## config.mk

```make
export PLATFORM = sky130hd
export DESIGN_NAME = clock_page_replacement_top
export DESIGN_NICKNAME = d
export VERILOG_FILES = /design/src/design/cpr_pkg.sv /design/src/design/clock_page_replacement_top.sv /design/src/design/cpr_cell.sv /design/src/design/cpr_chain.sv
export SDC_FILE = /design/constraint.sdc
export NUM_CORES = 1
export LEC_CHECK = 0
export ABC_CLOCK_PERIOD_IN_PS = 6200
export BUFFER_PORTS_ARGS = -buffer_cell sky130_fd_sc_hd__buf_4
export CORE_ASPECT_RATIO = 1.4
export CORE_MARGIN = 10
export CORE_UTILIZATION = 47
export CTS_CLUSTER_SIZE = 40
export DETAILED_ROUTE_END_ITERATION = 16
export GPL_TIMING_DRIVEN = 0
export PLACE_DENSITY = 0.61
export SETUP_SLACK_MARGIN = 0.02
export SYNTH_ARGS = -nofsm -noshare
export SYNTH_HDL_FRONTEND = slang
export SYNTH_SLANG_ARGS = --single-unit
```

## constraint.sdc

```tcl
create_clock -name clock -period 6.2 [get_ports clock]
set_input_delay 1.24 -clock clock [delete_from_list [all_inputs] [get_ports clock]]
set_output_delay 1.24 -clock clock [all_outputs]
set_load 0.1 [all_outputs]
```

## src/design/cpr_pkg.sv

```systemverilog
package cpr_pkg;

   // operation broadcast to every frame cell in a cycle
   typedef enum logic [2:0] {
      OP_NOP,
      OP_HIT,
      OP_FILL,
      OP_STEP,
      OP_NORM
   } cell_op_type;

   typedef struct packed {
      cell_op_type op;
      logic        clear;
   } cell_ctl_type;

   typedef enum logic [1:0] {
      ST_IDLE,
      ST_LOOK,
      ST_SWEEP
   } state_type;

   localparam int FAULT_W = 32;
   localparam int CFG_W   = 4;

endpackage

```

## src/design/clock_page_replacement_top.sv

```systemverilog
// channel  | ports                         | beat content (low bits first)
// ---------+-------------------------------+------------------------------------------
// request  | req_tvalid/tready/tdata/tlast | tdata: page; tlast: last_in_trace
// response | rsp_tvalid/tready/tdata/tuser | tdata: frame_slot, evicted_page,
//          | /tlast                        | fault_count; tuser: hit, replaced;
//          |                               | tlast: trace_done
// csr      | csr_we/csr_wdata              | frames_in_use, written when csr_we is high
//
// one request at a time: a hit or a fill is accepted, then looked up in the filled active cells
// a miss with all frames full walks the clock hand one cell per cycle, clearing the
// reference bits it skips; a hand past the active count first restarts at frame 0
// reset (synchronous, active high) clears reference bits, fill count, hand and fault count
// a stalled response holds its register; the next request is still taken meanwhile
module clock_page_replacement_top #(
   parameter  int FRAMES    = 8,
   parameter  int PAGE_BITS = 16,
   localparam int SLOT_W    = (FRAMES > 1) ? $clog2(FRAMES) : 1,
   localparam int CNT_W     = $clog2(FRAMES + 1),
   localparam int REQ_W     = ((PAGE_BITS + 7) / 8) * 8,
   localparam int RSP_W     = ((SLOT_W + PAGE_BITS + 32 + 7) / 8) * 8
) (
   input  logic             clock,
   input  logic             reset,
   // request channel
   input  logic             req_tvalid,
   output logic             req_tready,
   input  logic [REQ_W-1:0] req_tdata,   // page
   input  logic             req_tlast,   // last_in_trace
   // response channel
   output logic             rsp_tvalid,
   input  logic             rsp_tready,
   output logic [RSP_W-1:0] rsp_tdata,   // frame_slot, evicted_page, fault_count
   output logic [1:0]       rsp_tuser,   // hit, replaced
   output logic             rsp_tlast,   // trace_done
   // configuration
   input  logic             csr_we,
   input  logic [3:0]       csr_wdata    // frames_in_use
);
   import cpr_pkg::*;

   // control state
   state_type            state_ff, state_in;
   logic [CFG_W-1:0]     csr_ff;
   logic [CNT_W-1:0]     filled_ff, filled_in;
   logic [FAULT_W-1:0]   faults_ff, faults_in;

   // beat being worked on
   logic [PAGE_BITS-1:0] key_ff;
   logic                 last_ff;

   // response register
   logic                 rsp_valid_ff;
   logic                 hit_ff, repl_ff, done_ff;
   logic [SLOT_W-1:0]    slot_ff;
   logic [PAGE_BITS-1:0] evict_ff;
   logic [FAULT_W-1:0]   count_ff;

   // values loaded into the response register
   logic                 out_hit, out_repl;
   logic [SLOT_W-1:0]    out_slot;
   logic [PAGE_BITS-1:0] out_evict;
   logic [FAULT_W-1:0]   out_count;

   logic [CNT_W-1:0]     act_n;
   logic [FAULT_W-1:0]   fault_inc;
   logic                 accept, out_free, emit, has_room;
   cell_ctl_type         ctl;

   logic                 hit, victim_found, tok_stray;
   logic [SLOT_W-1:0]    hit_slot, victim_slot;
   logic [PAGE_BITS-1:0] evict_page;

   cpr_chain #(
      .FRAMES    (FRAMES),
      .PAGE_BITS (PAGE_BITS),
      .SLOT_W    (SLOT_W),
      .CNT_W     (CNT_W)
   ) u_chain (
      .clock        (clock),
      .reset        (reset),
      .ctl          (ctl),
      .key          (key_ff),
      .act_n        (act_n),
      .filled       (filled_ff),
      .hit          (hit),
      .hit_slot     (hit_slot),
      .victim_found (victim_found),
      .victim_slot  (victim_slot),
      .evict_page   (evict_page),
      .tok_stray    (tok_stray)
   );

   // active frame count: zero acts as one, anything above the build size is clamped
   always_comb begin
      if (csr_ff == '0) begin
         act_n = CNT_W'(1);
      end else if (32'(csr_ff) > FRAMES) begin
         act_n = CNT_W'(FRAMES);
      end else begin
         act_n = CNT_W'(csr_ff);
      end
   end

   assign has_room   = filled_ff < act_n;
   assign fault_inc  = (faults_ff == '1) ? faults_ff : faults_ff + FAULT_W'(1);
   assign out_free   = ~rsp_valid_ff | rsp_tready;
   assign req_tready = (state_ff == ST_IDLE);
   assign accept     = req_tvalid & req_tready;

   // next state
   always_comb begin
      state_in = state_ff;
      unique case (state_ff)
         ST_IDLE: begin
            if (accept) state_in = ST_LOOK;
         end
         ST_LOOK: begin
            if (emit) begin
               state_in = ST_IDLE;
            end else if (!hit && !has_room) begin
               state_in = ST_SWEEP;
            end
         end
         ST_SWEEP: begin
            if (emit) state_in = ST_IDLE;
         end
         default: state_in = ST_IDLE;
      endcase
   end

   // cell commands and response values
   always_comb begin
      ctl.op    = OP_NOP;
      ctl.clear = 1'b0;
      emit      = 1'b0;
      out_hit   = 1'b0;
      out_repl  = 1'b0;
      out_slot  = '0;
      out_evict = '0;
      out_count = faults_ff;
      unique case (state_ff)
         ST_IDLE: begin
         end
         ST_LOOK: begin
            if (out_free && hit) begin
               ctl.op   = OP_HIT;
               emit     = 1'b1;
               out_hit  = 1'b1;
               out_slot = hit_slot;
            end else if (out_free && !hit && has_room) begin
               ctl.op   = OP_FILL;
               emit     = 1'b1;
               out_slot = SLOT_W'(filled_ff);
            end
         end
         ST_SWEEP: begin
            if (tok_stray) begin
               // hand beyond a shrunk frame count restarts at frame 0
               ctl.op = OP_NORM;
            end else if (!victim_found) begin
               // second chance: clear the bit and move the hand on
               ctl.op = OP_STEP;
            end else if (out_free) begin
               ctl.op    = OP_STEP;
               emit      = 1'b1;
               out_repl  = 1'b1;
               out_slot  = victim_slot;
               out_evict = evict_page;
               out_count = fault_inc;
            end
         end
         default: begin
         end
      endcase
      ctl.clear = emit & last_ff;
   end

   always_comb begin
      filled_in = filled_ff;
      faults_in = faults_ff;
      if (ctl.op == OP_FILL) filled_in = filled_ff + CNT_W'(1);
      if (emit && out_repl)  faults_in = fault_inc;
      // end of trace wipes the run state after its result
      if (ctl.clear) begin
         filled_in = '0;
         faults_in = '0;
      end
   end

   always_ff @(posedge clock) begin
      if (reset) begin
         state_ff     <= ST_IDLE;
         csr_ff       <= CFG_W'(8);
         filled_ff    <= '0;
         faults_ff    <= '0;
         rsp_valid_ff <= 1'b0;
      end else begin
         state_ff  <= state_in;
         filled_ff <= filled_in;
         faults_ff <= faults_in;
         if (csr_we) csr_ff <= csr_wdata;
         if (emit) begin
            rsp_valid_ff <= 1'b1;
         end else if (rsp_tready) begin
            rsp_valid_ff <= 1'b0;
         end
      end
   end

   // payload registers
   always_ff @(posedge clock) begin
      if (accept) begin
         key_ff  <= req_tdata[PAGE_BITS-1:0];
         last_ff <= req_tlast;
      end
      if (emit) begin
         hit_ff   <= out_hit;
         repl_ff  <= out_repl;
         slot_ff  <= out_slot;
         evict_ff <= out_evict;
         count_ff <= out_count;
         done_ff  <= last_ff;
      end
   end

   assign rsp_tvalid = rsp_valid_ff;
   assign rsp_tdata  = RSP_W'({count_ff, evict_ff, slot_ff});
   assign rsp_tuser  = {repl_ff, hit_ff};
   assign rsp_tlast  = done_ff;

endmodule

```

## src/design/cpr_cell.sv

```systemverilog
module cpr_cell #(
   parameter int IDX       = 0,
   parameter int PAGE_BITS = 16
) (
   input  logic                   clock,
   input  logic                   reset,
   input  cpr_pkg::cell_ctl_type  ctl,
   input  logic [PAGE_BITS-1:0]   key,
   input  logic                   is_search,
   input  logic                   is_fill,
   input  logic                   tok_from_prev,
   input  logic                   seen_in,
   output logic                   seen_out,
   output logic                   hit_here,
   output logic                   tok_to_next,
   output logic                   tok_here,
   output logic                   victim,
   output logic [PAGE_BITS-1:0]   evict
);
   import cpr_pkg::*;

   logic [PAGE_BITS-1:0] page_ff, page_in;
   logic                 ref_ff, ref_in;
   logic                 tok_ff, tok_in;
   logic                 match;

   // compare and token outputs
   always_comb begin
      match       = is_search & (page_ff == key);
      seen_out    = seen_in | match;
      hit_here    = match & ~seen_in;
      tok_to_next = (ctl.op == OP_STEP) & tok_ff;
      tok_here    = tok_ff;
      victim      = tok_ff & ~ref_ff;
      evict       = victim ? page_ff : '0;
   end

   always_comb begin
      page_in = page_ff;
      ref_in  = ref_ff;
      tok_in  = tok_ff;
      case (ctl.op)
         OP_HIT: begin
            if (hit_here) ref_in = 1'b1;
         end
         OP_FILL: begin
            if (is_fill) begin
               page_in = key;
               ref_in  = 1'b1;
            end
         end
         OP_STEP: begin
            tok_in = tok_from_prev;
            if (tok_ff) begin
               if (ref_ff) begin
                  ref_in = 1'b0;
               end else begin
                  page_in = key;
                  ref_in  = 1'b1;
               end
            end
         end
         OP_NORM: begin
            tok_in = 1'(IDX == 0);
         end
         default: begin
         end
      endcase
      if (ctl.clear) begin
         ref_in = 1'b0;
         tok_in = 1'(IDX == 0);
      end
   end

   always_ff @(posedge clock) begin
      if (reset) begin
         ref_ff <= 1'b0;
         tok_ff <= 1'(IDX == 0);
      end else begin
         ref_ff <= ref_in;
         tok_ff <= tok_in;
      end
   end

   // page store has no reset, only filled frames are ever read
   always_ff @(posedge clock) begin
      page_ff <= page_in;
   end

endmodule

```

## src/design/cpr_chain.sv

```systemverilog
module cpr_chain #(
   parameter int FRAMES    = 8,
   parameter int PAGE_BITS = 16,
   parameter int SLOT_W    = 3,
   parameter int CNT_W     = 4
) (
   input  logic                   clock,
   input  logic                   reset,
   input  cpr_pkg::cell_ctl_type  ctl,
   input  logic [PAGE_BITS-1:0]   key,
   input  logic [CNT_W-1:0]       act_n,
   input  logic [CNT_W-1:0]       filled,
   output logic                   hit,
   output logic [SLOT_W-1:0]      hit_slot,
   output logic                   victim_found,
   output logic [SLOT_W-1:0]      victim_slot,
   output logic [PAGE_BITS-1:0]   evict_page,
   output logic                   tok_stray
);
   import cpr_pkg::*;

   logic [FRAMES-1:0]    is_active, is_last, is_search, is_fill;
   logic [FRAMES-1:0]    tok_from_prev, tok_to_next, tok_here;
   logic [FRAMES-1:0]    hit_vec, victim_vec;
   logic [FRAMES:0]      seen;
   logic [PAGE_BITS-1:0] evict_vec [FRAMES];

   assign seen[0] = 1'b0;

   always_comb begin
      for (int i = 0; i < FRAMES; i++) begin
         is_active[i] = CNT_W'(i) < act_n;
         is_last[i]   = CNT_W'(i + 1) == act_n;
         is_search[i] = is_active[i] & (CNT_W'(i) < filled);
         is_fill[i]   = CNT_W'(i) == filled;
      end
      // the hand wraps from the last active frame back to frame 0
      tok_from_prev[0] = |(tok_to_next & is_last);
      for (int i = 1; i < FRAMES; i++) begin
         tok_from_prev[i] = tok_to_next[i-1] & ~is_last[i-1];
      end
   end

   for (genvar g = 0; g < FRAMES; g++) begin : g_cell
      cpr_cell #(
         .IDX       (g),
         .PAGE_BITS (PAGE_BITS)
      ) u_cell (
         .clock         (clock),
         .reset         (reset),
         .ctl           (ctl),
         .key           (key),
         .is_search     (is_search[g]),
         .is_fill       (is_fill[g]),
         .tok_from_prev (tok_from_prev[g]),
         .seen_in       (seen[g]),
         .seen_out      (seen[g+1]),
         .hit_here      (hit_vec[g]),
         .tok_to_next   (tok_to_next[g]),
         .tok_here      (tok_here[g]),
         .victim        (victim_vec[g]),
         .evict         (evict_vec[g])
      );
   end

   always_comb begin
      hit          = seen[FRAMES];
      victim_found = |victim_vec;
      tok_stray    = |(tok_here & ~is_active);
      hit_slot     = '0;
      victim_slot  = '0;
      evict_page   = '0;
      for (int i = 0; i < FRAMES; i++) begin
         if (hit_vec[i])    hit_slot    = hit_slot | SLOT_W'(i);
         if (victim_vec[i]) victim_slot = victim_slot | SLOT_W'(i);
         evict_page = evict_page | evict_vec[i];
      end
   end

endmodule

```

==> impl_results.md <==
- Endpoint of the worst-slack reg-to-reg timing path: u_chain.g_cell[2].u_cell.page_ff[1]$_DFFE_PP_
- Commonest cells after routing, fill and taps aside: edfxtp_1 (199), xnor2_1 (97), xor2_1 (92), buf_4 (92), nand2_1 (74)
- Largest area contributor in the synthesized netlist: edfxtp_1
- Die area: 33500 um^2
- Number of cells produced by synthesis: 1061
- Power density of the placed cells: 341 nW/um^2
- Iteration-0 DRC Markers: 777
- Share of power burned in combinational logic: 23.1%
- CP endpoint kind: flip-flop
- Commonest non-fill, non-tap cell in the layout: edfxtp_1
- Vias in the first global route: 8996
- P_int: 3.35 mW
- Clk_skew: 0.0121 ns
- Launch instance of the worst min-delay path: u_chain.g_cell[6].u_cell.ref_ff$_SDFFE_PP0P_
- Maximum level of the CTS H-tree: 1
- # DRC: 0
- Slew HR: 9.17%
- Setup repair after global routing missed its margin: false
- Routability cong.: 0.944
- YS warnings: 0
- Number of maximum-capacitance constraint violations: 0
- R2r worst-path depth: 9
- Std-Cell Rows: 70
- Worst skew pair latency: 0.55 ns
- Number of setup violations in the final report: 0
- Worst r2r src: key_ff[4]$_DFFE_PP_
- Top fanout value on the critical path: 16
- Worst-Margin Slew: 1.36 ns
- Number of buffers inserted during clock tree synthesis: 26
- Count of final max-slew check failures: 0
- Placed cells: 1477
- Critical path arrival: 4.83 ns
- Setup total negative slack: 0 ns
- Post-synthesis instance area: 12500 um^2
- Initial cell density of the core: 47.8%
- Switching part of the total: 32.7%
- Post-route fraction of the period consumed by the critical path: 75.3%
- Data required, critical path: 6.37 ns
- Post-synth top flop: edfxtp_1
- Setup Fix Bufs, Post-CTS: 0
- Share of post-route cells with drive strength above 1: 15.8%
- Y dimension of the die: 213 um
- Number of vias in the routed layout: 9084
- Maximum number of pins on one net before global-route repair: 43
- Highest clock frequency the design can meet: 0.214 GHz
- DR pass1 iterations: 5
- Resize count post-CTS: 0
- Number of distinct library cells after synthesis: 66
- Top cells by area, synth: edfxtp_1 (48%), dfxtp_1 (9.5%), xnor2_1 (6.8%)
- CTS Sinks: 258
- Fraction of power consumed by the clock network: 34.2%
- Global-route congestion overflow total: 0
- Growth of design area from synthesis to finish: 17.3%
- Register share of total power: 42.8%
- Worst min-delay path endpoint: u_chain.g_cell[6].u_cell.ref_ff$_SDFFE_PP0P_
- Vias per inst: 5.96
- Synth top area share: 47.9%
- Crit path kind: flip-flop to flip-flop
- Leakage Power: 4.90 nW
- WL final: 37.9 mm
- Sequential element share of the synthesized area: 57.4%
- Power, Total: 4.98 mW
- Hold violation count in the final report: 0
- Worst reg-to-reg setup slack: 1.53 ns
- Buffer type at the clock tree root: clkbuf_16
- Async set or reset register ratio after synthesis: 0%
- Number of antenna violations at the first check in global routing: 0
- Count of non-filler cells in the finished layout: 1524
- Wire length of the first global-routing pass: 55.8 mm
- Final period demand of the worst path: 4.67 ns
- Clock Path Buffers: 3
- Status: finished, final reports clean
- Sequential cell area: 7160 um^2
- Area taken by multi-input logic gates: 4940 um^2
- Count of antenna-violating nets left after detailed routing: 0
- Kind of start point of the critical path: flip-flop
- Path class of the lowest-slack min-delay path: flip-flop to flip-flop
- Chip Width: 158 um
- Floorplan core area: 26100 um^2
- I/O pins: 87
- TritonCTS clock tree: built
- Routed wire length per instance: 24.9 um
- Number of inserted diodes: 0
- Seq cells post-synth: 258
- Post-synth EDFFs: 199
- Average footprint of a synthesized cell: 11.7 um^2
- Filler cell count in the final layout: 2264
- Clk pin slew, worst setup/hold paths: 0.07 ns
- Number of cells traversed by the worst hold path: 1
- Number of nets in the layout: 1218
- Net switching component of the power: 1.63 mW
- Worst voltage drop across the vdd grid: 0.000217 V
- # hold bufs at CTS: 0
- Count of input and output buffers: 80
- Post-detailed-placement half-perimeter wirelength: 27.6 mm
- Combined global-route utilization of all metal layers: 22.2%
layer usage:
metal / GRT usage, % / vias to the layer above / wire, um
li1: - / 4157 / -
met1: 24.8 / 4412 / 13900
met2: 39.2 / 396 / 19300
met3: 3.30 / 119 / 2370
met4: 12.9 / 0 / 2370
met5: 0 / - / 0
cells in the mapped netlist, types with 3 or more instances:
| master | instances |
|---|---|
| xnor2_1 | 97 |
| a21oi_1 | 24 |
| nand4_1 | 33 |
| clkbuf_1 | 35 |
| nor2_1 | 71 |
| o211ai_1 | 8 |
| nand2_1 | 74 |
| a31oi_1 | 23 |
| a32oi_1 | 3 |
| nor4_1 | 23 |
| o21a_1 | 4 |
| buf_1 | 5 |
| edfxtp_1 | 199 |
| o21ai_0 | 16 |
| and4_1 | 7 |
| nor3_1 | 15 |
| nor4_4 | 3 |
| nand3_1 | 45 |
| mux2i_1 | 5 |
| inv_1 | 15 |
| a22o_1 | 16 |
| and3_1 | 8 |
| a211oi_1 | 3 |
| a221oi_1 | 19 |
| or2_2 | 3 |
| nor3b_1 | 3 |
| o311ai_0 | 3 |
| buf_2 | 21 |
| nand2b_1 | 5 |
| ha_1 | 11 |
| a22oi_1 | 32 |
| or3_1 | 4 |
| xor2_1 | 92 |
| nor2b_1 | 18 |
| buf_4 | 12 |
| nor4_2 | 3 |
| dfxtp_1 | 59 |
| and2_1 | 8 |
worst max-delay path by stage:
stage | startpoint | end | slack, ns
final | key_ff[4]$_DFFE_PP_ | u_chain.g_cell[2].u_cell.page_ff[1]$_DFFE_PP_ | 1.53
after global routing | key_ff[7]$_DFFE_PP_ | u_chain.g_cell[2].u_cell.page_ff[12]$_DFFE_PP_ | 1.50
after CTS | key_ff[7]$_DFFE_PP_ | u_chain.g_cell[2].u_cell.page_ff[15]$_DFFE_PP_ | 1.55
after detailed placement | key_ff[7]$_DFFE_PP_ | u_chain.g_cell[2].u_cell.page_ff[6]$_DFFE_PP_ | 1.58
after global placement | rsp_tready | u_chain.g_cell[3].u_cell.page_ff[6]$_DFFE_PP_ | 0.06
after floorplan | rsp_tready | count_ff[0]$_DFFE_PP_ | 2.20
stage by stage:
step,area [um^2],hold WS [ns],worst slack (ns),util [%]
2_1_floorplan,12500,0.451,2.20,-
3_3_place_gp,13500,0.470,0.0646,51.7
3_5_place_dp,13700,0.482,1.58,52.5
4_1_cts,14600,0.495,1.55,56.0
5_1_grt,14600,0.519,1.50,56.0
6_report,14600,0.496,1.53,56.0
cell type report:
cell class	count	share of cell area, %
well taps	324	2.77
clock inverters	20	1.81
repair buffers	88	5.31
inverters	16	0.411
flip-flops and latches	258	49.0
multi-input cells	716	33.8
plain buffers	75	2.47
clock buffers	27	4.48
sequential cells by signal, summed over array words and instances, names as in the netlist:
signal and count:
u_chain.g_cell.u_cell.page_ff 128, count_ff 32, faults_ff 32, evict_ff 16, key_ff 16, u_chain.g_cell.u_cell.ref_ff 8
u_chain.g_cell.u_cell.tok_here 8, csr_ff 4, filled_ff 4, slot_ff 3, state_ff 2, hit_ff 1
last_ff 1, repl_ff 1, rsp_tlast 1, rsp_tvalid 1
cells by family after synthesis:
family | after synthesis | share of synthesized area, %
AO/OA/AOI/OAI | 174 | 10.3
XOR/XNOR | 189 | 13.3
adder cells (fa/ha/maj) | 11 | 1.10
buffers and inverters | 91 | 3.38
flip-flops | 258 | 57.4
multiplexers | 7 | 0.582
other | 1 | 0.0301
AND/OR/NAND/NOR | 330 | 13.9
power by group through the flow:
stage / registers [mW] / clock network [mW] / logic, mW
after global placement: 2.17 / 0 / 1.11
after global routing: 2.14 / 1.79 / 1.20
after CTS: 2.13 / 1.72 / 1.15
final: 2.13 / 1.70 / 1.15
after detailed placement: 2.17 / 0 / 1.14
after floorplan: 2.46 / 0 / 0.491
critical path, cell delays in order, from the launching register on:
cell	delay, ns
edfxtp_1	0.59
buf_2	0.34
xor2_1	0.16
a2111oi_0	1.03
and4_1	0.43
nor4_4	0.11
and4_1	0.20
clkbuf_1	0.26
a2bb2oi_1	0.25
and2_1	0.89
Note: power is estimated with default switching activity, not from simulation.
